### src/hdl/tksl_pkg.sv
// Package of the top-K score list: sizes, codes and the controller command bundle.
// No dependencies; imported by every module of the block.
package tksl_pkg;

    localparam int MAX_ENTRIES = 16;
    localparam int IDX_W       = $clog2(MAX_ENTRIES);
    localparam int CNT_W       = $clog2(MAX_ENTRIES + 1);
    localparam int SCORE_W     = 32;
    localparam int TAG_W       = 32;
    localparam int LSIZE_W     = 5;
    localparam int CFG_IDX_W   = 2;
    localparam int CFG_DATA_W  = 32;
    localparam int CLAMP_W     = (LSIZE_W > CNT_W) ? LSIZE_W : CNT_W;

    localparam int LIST_SIZE_RESET = 5;
    localparam logic [CNT_W-1:0] COUNT_RESET =
        CNT_W'((LIST_SIZE_RESET > MAX_ENTRIES) ? MAX_ENTRIES : LIST_SIZE_RESET);

    localparam logic OP_OFFER = 1'b0;
    localparam logic OP_READ  = 1'b1;

    localparam logic [CFG_IDX_W-1:0] CFG_LIST_SIZE   = CFG_IDX_W'(0);
    localparam logic [CFG_IDX_W-1:0] CFG_COLLECT_ALL = CFG_IDX_W'(1);

    typedef struct packed {
        logic capture;
        logic compare;
        logic update;
        logic cfg_we;
    } t_cmd;

    // Limits a written list size to the range one to the list depth.
    function automatic logic [CNT_W-1:0] clamp_size(input logic [LSIZE_W-1:0] v);
        logic [CLAMP_W-1:0] w;
        w = CLAMP_W'(v);
        if (w == '0) begin
            w = CLAMP_W'(1);
        end
        if (w > CLAMP_W'(MAX_ENTRIES)) begin
            w = CLAMP_W'(MAX_ENTRIES);
        end
        return w[CNT_W-1:0];
    endfunction

endpackage

### src/hdl/tksl_ctrl.sv
// Controller of the score list: a three-state sequencer that issues datapath commands.
// Depends on tksl_pkg.
module tksl_ctrl (
    input  logic          i_clk,
    input  logic          i_rst_n,
    input  logic          i_start,
    input  logic          i_cfg_valid,
    output logic          o_busy,
    output logic          o_cfg_ready,
    output logic          o_done,
    output tksl_pkg::t_cmd o_cmd
);
    import tksl_pkg::*;

    typedef enum logic [2:0] {
        S_IDLE = 3'b001,
        S_CMP  = 3'b010,
        S_UPD  = 3'b100
    } t_state;

    t_state r_state, n_state;
    logic   r_done, n_done;
    logic   idle;

    assign idle = (r_state == S_IDLE);

    always_comb begin
        n_state = r_state;
        case (r_state)
            S_IDLE: begin
                if (i_start) begin
                    n_state = S_CMP;
                end
            end
            S_CMP: begin
                n_state = S_UPD;
            end
            S_UPD: begin
                n_state = S_IDLE;
            end
            default: begin
                n_state = S_IDLE;
            end
        endcase
        n_done = (r_state == S_UPD);
    end

    always_ff @(posedge i_clk) begin
        if (!i_rst_n) begin
            r_state <= S_IDLE;
            r_done  <= 1'b0;
        end else begin
            r_state <= n_state;
            r_done  <= n_done;
        end
    end

    assign o_busy      = !idle;
    assign o_cfg_ready = idle;
    assign o_done      = r_done;
    assign o_cmd       = '{capture: idle && i_start,
                           compare: (r_state == S_CMP),
                           update:  (r_state == S_UPD),
                           cfg_we:  idle && i_cfg_valid};

endmodule

### config.mk
export PLATFORM = sky130hd
export DESIGN_NAME = tksl_ctrl
export DESIGN_NICKNAME = d
export VERILOG_FILES = /design/src/hdl/tksl_pkg.sv /design/src/hdl/tksl_ctrl.sv
export SDC_FILE = /design/constraint.sdc
export NUM_CORES = 1
export LEC_CHECK = 0
export BUFFER_PORTS_ARGS = -buffer_cell sky130_fd_sc_hd__buf_2
export CAP_MARGIN = 30
export CORE_AREA = 5 5 42 44
export CTS_CLUSTER_DIAMETER = 120
export DETAILED_ROUTE_END_ITERATION = 8
export DIE_AREA = 0 0 47 49
export PLACE_DENSITY_LB_ADDON = 0.15
export SETUP_SLACK_MARGIN = 0.02
export SLEW_MARGIN = 40
export SYNTH_ARGS = -nofsm -noshare
export SYNTH_HDL_FRONTEND = slang
export SYNTH_SLANG_ARGS = --single-unit
export TNS_END_PERCENT = 30
### constraint.sdc
create_clock -name i_clk -period 1.7 [get_ports i_clk]
set_input_delay 0.34 -clock i_clk [delete_from_list [all_inputs] [get_ports i_clk]]
set_output_delay 0.34 -clock i_clk [all_outputs]
set_load 0.02 [all_outputs]
* After elaboration in Yosys (flattened, before gate mapping) *
Cells that the tools add are included.

word-level totals
  output and inout port bits = 7
  memories kept = 0
  input port bits = 4
  latch bits = 0
  RAM bits = 0
  bits in read-only memories = 0
  flip-flop bits (word level) = 4
  word-level logic and storage cells = 11

cells by class
  bitwise logic cells = 0
  shift-type cells = 0
  div/mod/pow operators = 0
  eq/ne operators = 4
  reduce and logical (&&, ||, !) cells = 3
  add/subtract/negate cells = 0
  multipliers = 0
  muxes and demuxes = 2
  magnitude comparators = 0

operators with widths
  operator                                             number
  case mux 3 bit (2 select lines)                      1
  equality test 3 x 1 -> 1 bit, second input constant  1
  equality test 3 x 2 -> 1 bit, second input constant  1
  equality test 3 bit, second input constant           1
  two-way mux 3 bit                                    1
  logical AND 1 bit                                    2
  != test 2 bit, second input constant                 1
  zero test 1 bit                                      1

* Depth between registers and ports, before layout *
  word-level depth = 2
  gate-level depth with buffers = 2
  mapped depth without buffers = 2

* Worst setup path before layout *
Ideal clock, no wire load.

  path type = reg-to-output
  start point = register r_state[0]
  end point = output port o_cmd[0] in the netlist's numbering
  path slack = 0.275 ns
  stages on the path, launching flop included = 3
  data required time = 1.360 ns
  data arrival time = 1.085 ns
  buffers on the path = 0
  path through = dfxtp_1 > nor3b_2 > and2_1

RTL lines
  what                      line             source
  start: declaration        tksl_ctrl.sv:21  t_state r_state, n_state;
  start signal: assignment  tksl_ctrl.sv:53  r_state <= n_state;
  end: declaration          tksl_ctrl.sv:11  output tksl_pkg::t_cmd o_cmd

==> results.md <==
Clocking:
- In this run, post-CTS hold repair placed 0 buffers.
- The buffer cell driving the clock tree root is sky130_fd_sc_hd__clkbuf_4.
- Clock-pin slew was measured on the worst setup and hold paths at 0.04 ns.
- The number of setup buffers added after CTS is 0.
- TritonCTS built the clock tree.
- The number of buffers created by CTS is 3.
- The number of gates resized after cts is 0.
- The number of sinks handled by clock tree synthesis is 4.
- The later pin in the worst-skew pair is clocked with a latency of 0.24 ns.
- In this run the deepest clock path goes through 2 buffers.
- CTS built an H-tree with a depth of 1.

Global route:
- The number of antenna violations at the first check in global routing is 0.
- The first global-routing pass estimated 710 um of wire.
- Summed over all layers, the global routing overflow is 0.
- The number of global-route vias before repair is 171.
- Entering global routing, the biggest net connects 7 pins.
- Across every metal layer, demand over resource in global routing totals 4.44%.

Finish:
- The finished layout holds 46 standard cells, fillers aside.
- The final-layout fill cell count is 177.
- The number of diodes added for antenna fixing is 0.
- The layout net count is 36.
- Relative to the synthesized area, the layout overhead comes to 43.3%.
- The ratio of cells with drive above 1 in the final layout is 60.0%.

Flow run:
- The tool flagged a number of max-cap violations equal to 0.

Setup path:
- For the worst flop-to-flop path, the logic depth is 2.
- For the worst setup path, the data required time is 1.36 ns.
- Along the worst path, the maximum fanout reaches 6.
- The sort of element at the start of the critical path is a flip-flop.
- STA classifies the critical path endpoint as an output pin.
- The startpoint of the lowest-slack register-to-register path is r_state[1].
- The worst setup path is of the reg -> out kind.
- The reg2reg setup slack is 0.78 ns.
- The worst reg2reg path endpoint is r_state[1].
- Data arrives at the worst endpoint at 1.18 ns.

Routing:
- The post-detailed-route wirelength per cell is 9.37 um.
- After detailed routing, the number of remaining DRC violations is 0.
- For this run, the detailed router's first-pass iteration total came to 1.
- The average via count per standard cell is 3.57.
- The count of nets left with antenna violations once routing finished came out at 0.
- The number of vias in the routed layout is 164.
- Wires add up to 431 um.
- In this run, the number of DRC markers left after iteration 0 of detailed routing was 0.

Hold path:
- The worst hold path was traced through 2 stages.
- The worst hold path endpoint is o_done.
- The startpoint identified for the worst hold timing path is i_rst_n.
- The worst min-delay path category is in -> reg.

Logic synthesis:
- For this run, the leading register cell type out of synthesis is sky130_fd_sc_hd__dfxtp_1.
- The netlist area before placement is 196 um2.
- The async set-reset flop share out of synthesis is 0%.
- Counting every net in the synthesized netlist gives 22.
- The number of library cell types mapped by synthesis is 10.
- sky130_fd_sc_hd__dfxtp_1 takes more of the synthesized area than any other cell.
- The share of the synthesized area in the top cell type is 40.8%.
- The number of warnings reported in the yosys synthesis log is 0.
- Counting every instance in the synthesized netlist gives 18.
- The count of flip-flops with a built-in enable after synthesis is 0.
- A synthesized cell averages 10.9 um2.
- After synthesis, the most frequently instantiated cells are sky130_fd_sc_hd__and2_1, sky130_fd_sc_hd__dfxtp_1, sky130_fd_sc_hd__nor3b_2.
- Ranked by total cell area, the synthesized netlist is headed by sky130_fd_sc_hd__dfxtp_1, sky130_fd_sc_hd__nor3b_2, sky130_fd_sc_hd__and2_1, sky130_fd_sc_hd__and4bb_1, sky130_fd_sc_hd__and3b_2.
- Counting flops and latches in the post-synthesis netlist gives 4.
- After synthesis, flip-flops and latches occupy 40.8% of the total area.

Die:
- The die area is 0.00230 mm2.
- The floorplan core area is 0.00140 mm2.
- The number of core rows is 14.
- For this configuration, the core starts out at a cell density of 14.0%.
- The floorplan die width is 47 um.
- The count of pins on the block boundary is 11.
- The vertical die dimension is 49 um.

Pwr:
- The part of the total power dissipated in combinational logic is 16.8%.
- Of the total power, the clock network draws 45.0%.
- The relative contribution of sequential cells to total power is 38.2%.
- The internal power of the cells totals 198 uW.
- Net switching is 26.9% of the power.
- The static leakage is 0.139 nW.
- The overall power consumption is 271 uW.
- For this design the ratio of total power to cell area is 961 mW/mm2.
- The maximum resistive drop on vdd is 0.273 mV.
- The net switching power of the design is 72.9 uW.

Placement:
- The weighted congestion reported at the end of routability-driven placement is 0.629.
- During placement, the flow inserted port buffers numbering 10.
- The post-DP HPWL is 348 um.
- The pre-CTS worst setup slack is 0.426 ns.
- Counting tap cells, the placed design contains a total of 43 instances.

Timing:
- The final-report hold violation count is 0.
- In the finished design, the share of the clock period the worst path needs comes to 89.3%.
- The maximum clock rate is 0.659 GHz.
- At the pin with the least slew margin, the transition time is 0.201 ns.
- Setup repair after global routing left no endpoint under its margin.
- The count of endpoints failing setup in the final report is 0.
- The headroom to the max-slew limit is 86.6%.
- The worst clock skew is 0.00397 ns.
- The summed negative setup slack over all endpoints is 0 ns.
- The final count of pins violating max slew came to 0.
- Subtracting the final worst setup slack from the clock period gives 1.52 ns.
- The worst setup slack after layout is 0.182 ns.

Status:
- The run finished with clean final reports.
power groups by stage:
| stage | registers, mW | logic [mW] | clock network, mW |
|---|---|---|---|
| after floorplan | 0.104 | 0.0304 | 0 |
| after global placement | 0.105 | 0.0456 | 0 |
| after detailed placement | 0.105 | 0.0465 | 0 |
| after CTS | 0.104 | 0.0466 | 0.127 |
| after global routing | 0.105 | 0.0500 | 0.133 |
| final | 0.103 | 0.0454 | 0.122 |
through the flow:
step | utilization [%] | hold slack (ns) | instance area, um2
floorplan | - | 0.462 | 196
global route | 20.1 | 0.356 | 282
finish | 20.1 | 0.349 | 282
CTS | 20.1 | 0.353 | 282
detailed placement | 18.5 | 0.570 | 259
global placement | 18.5 | 0.560 | 259
area by class of cell:
type | count | area, um2 | area share [%]
multi-input cells | 12 | 105 | 37.3
flip-flops and latches | 4 | 80.1 | 28.4
repair buffers | 10 | 50.0 | 17.8
clock buffers | 3 | 22.5 | 8.00
well taps | 16 | 20.0 | 7.11
inverters | 1 | 3.75 | 1.33
cells in the final DEF (no fill, tap or decap):
cell type / count
sky130_fd_sc_hd__clkbuf_4: 3
sky130_fd_sc_hd__and2b_2: 1
sky130_fd_sc_hd__and4bb_1: 1
sky130_fd_sc_hd__nor3b_2: 3
sky130_fd_sc_hd__o21ai_1: 1
sky130_fd_sc_hd__dfxtp_1: 4
sky130_fd_sc_hd__buf_2: 10
sky130_fd_sc_hd__and2_1: 4
sky130_fd_sc_hd__and3b_2: 1
sky130_fd_sc_hd__inv_1: 1
sky130_fd_sc_hd__nor2b_1: 1
registers in the layout, summed over array words and instances (netlist names):
name / count
o_done: 1
r_state: 3
cells by family after synthesis:
family | count (synthesis) | share of synthesized area (%)
buf+inv | 2 | 5.73
simple gates | 11 | 51.0
compound gates | 1 | 2.55
flops | 4 | 40.8
metal layers:
| metal | wire, um | track usage (%) | share of wire [%] |
|---|---|---|---|
| met1 | 169 | 4.40 | 39 |
| met2 | 202 | 6.56 | 47 |
| met3 | 59 | 4.06 | 14 |
| met4 | 0 | 1.38 | 0 |
| met5 | 0 | 0 | 0 |
worst max-delay path: stages, from the launching register on:
cell                      delay (ns)
sky130_fd_sc_hd__dfxtp_1        0.40
sky130_fd_sc_hd__nor3b_2        0.24
sky130_fd_sc_hd__and2_1         0.14
sky130_fd_sc_hd__buf_2          0.15
how the worst max path moves through the flow:
stage / from / endpoint / slack, ns / depth (start not counted)
floorplan: r_state[0] / o_cmd[0] / 0.28 / 2
global placement: r_state[0] / o_cmd[0] / 0.46 / 3
detailed placement: r_state[0] / o_cmd[0] / 0.43 / 3
CTS: r_state[0] / o_cmd[0] / 0.16 / 3
global route: r_state[0] / o_cmd[0] / 0.1 / 3
finish: r_state[0] / o_cmd[0] / 0.18 / 3
(Power assumes the default switching activity.)
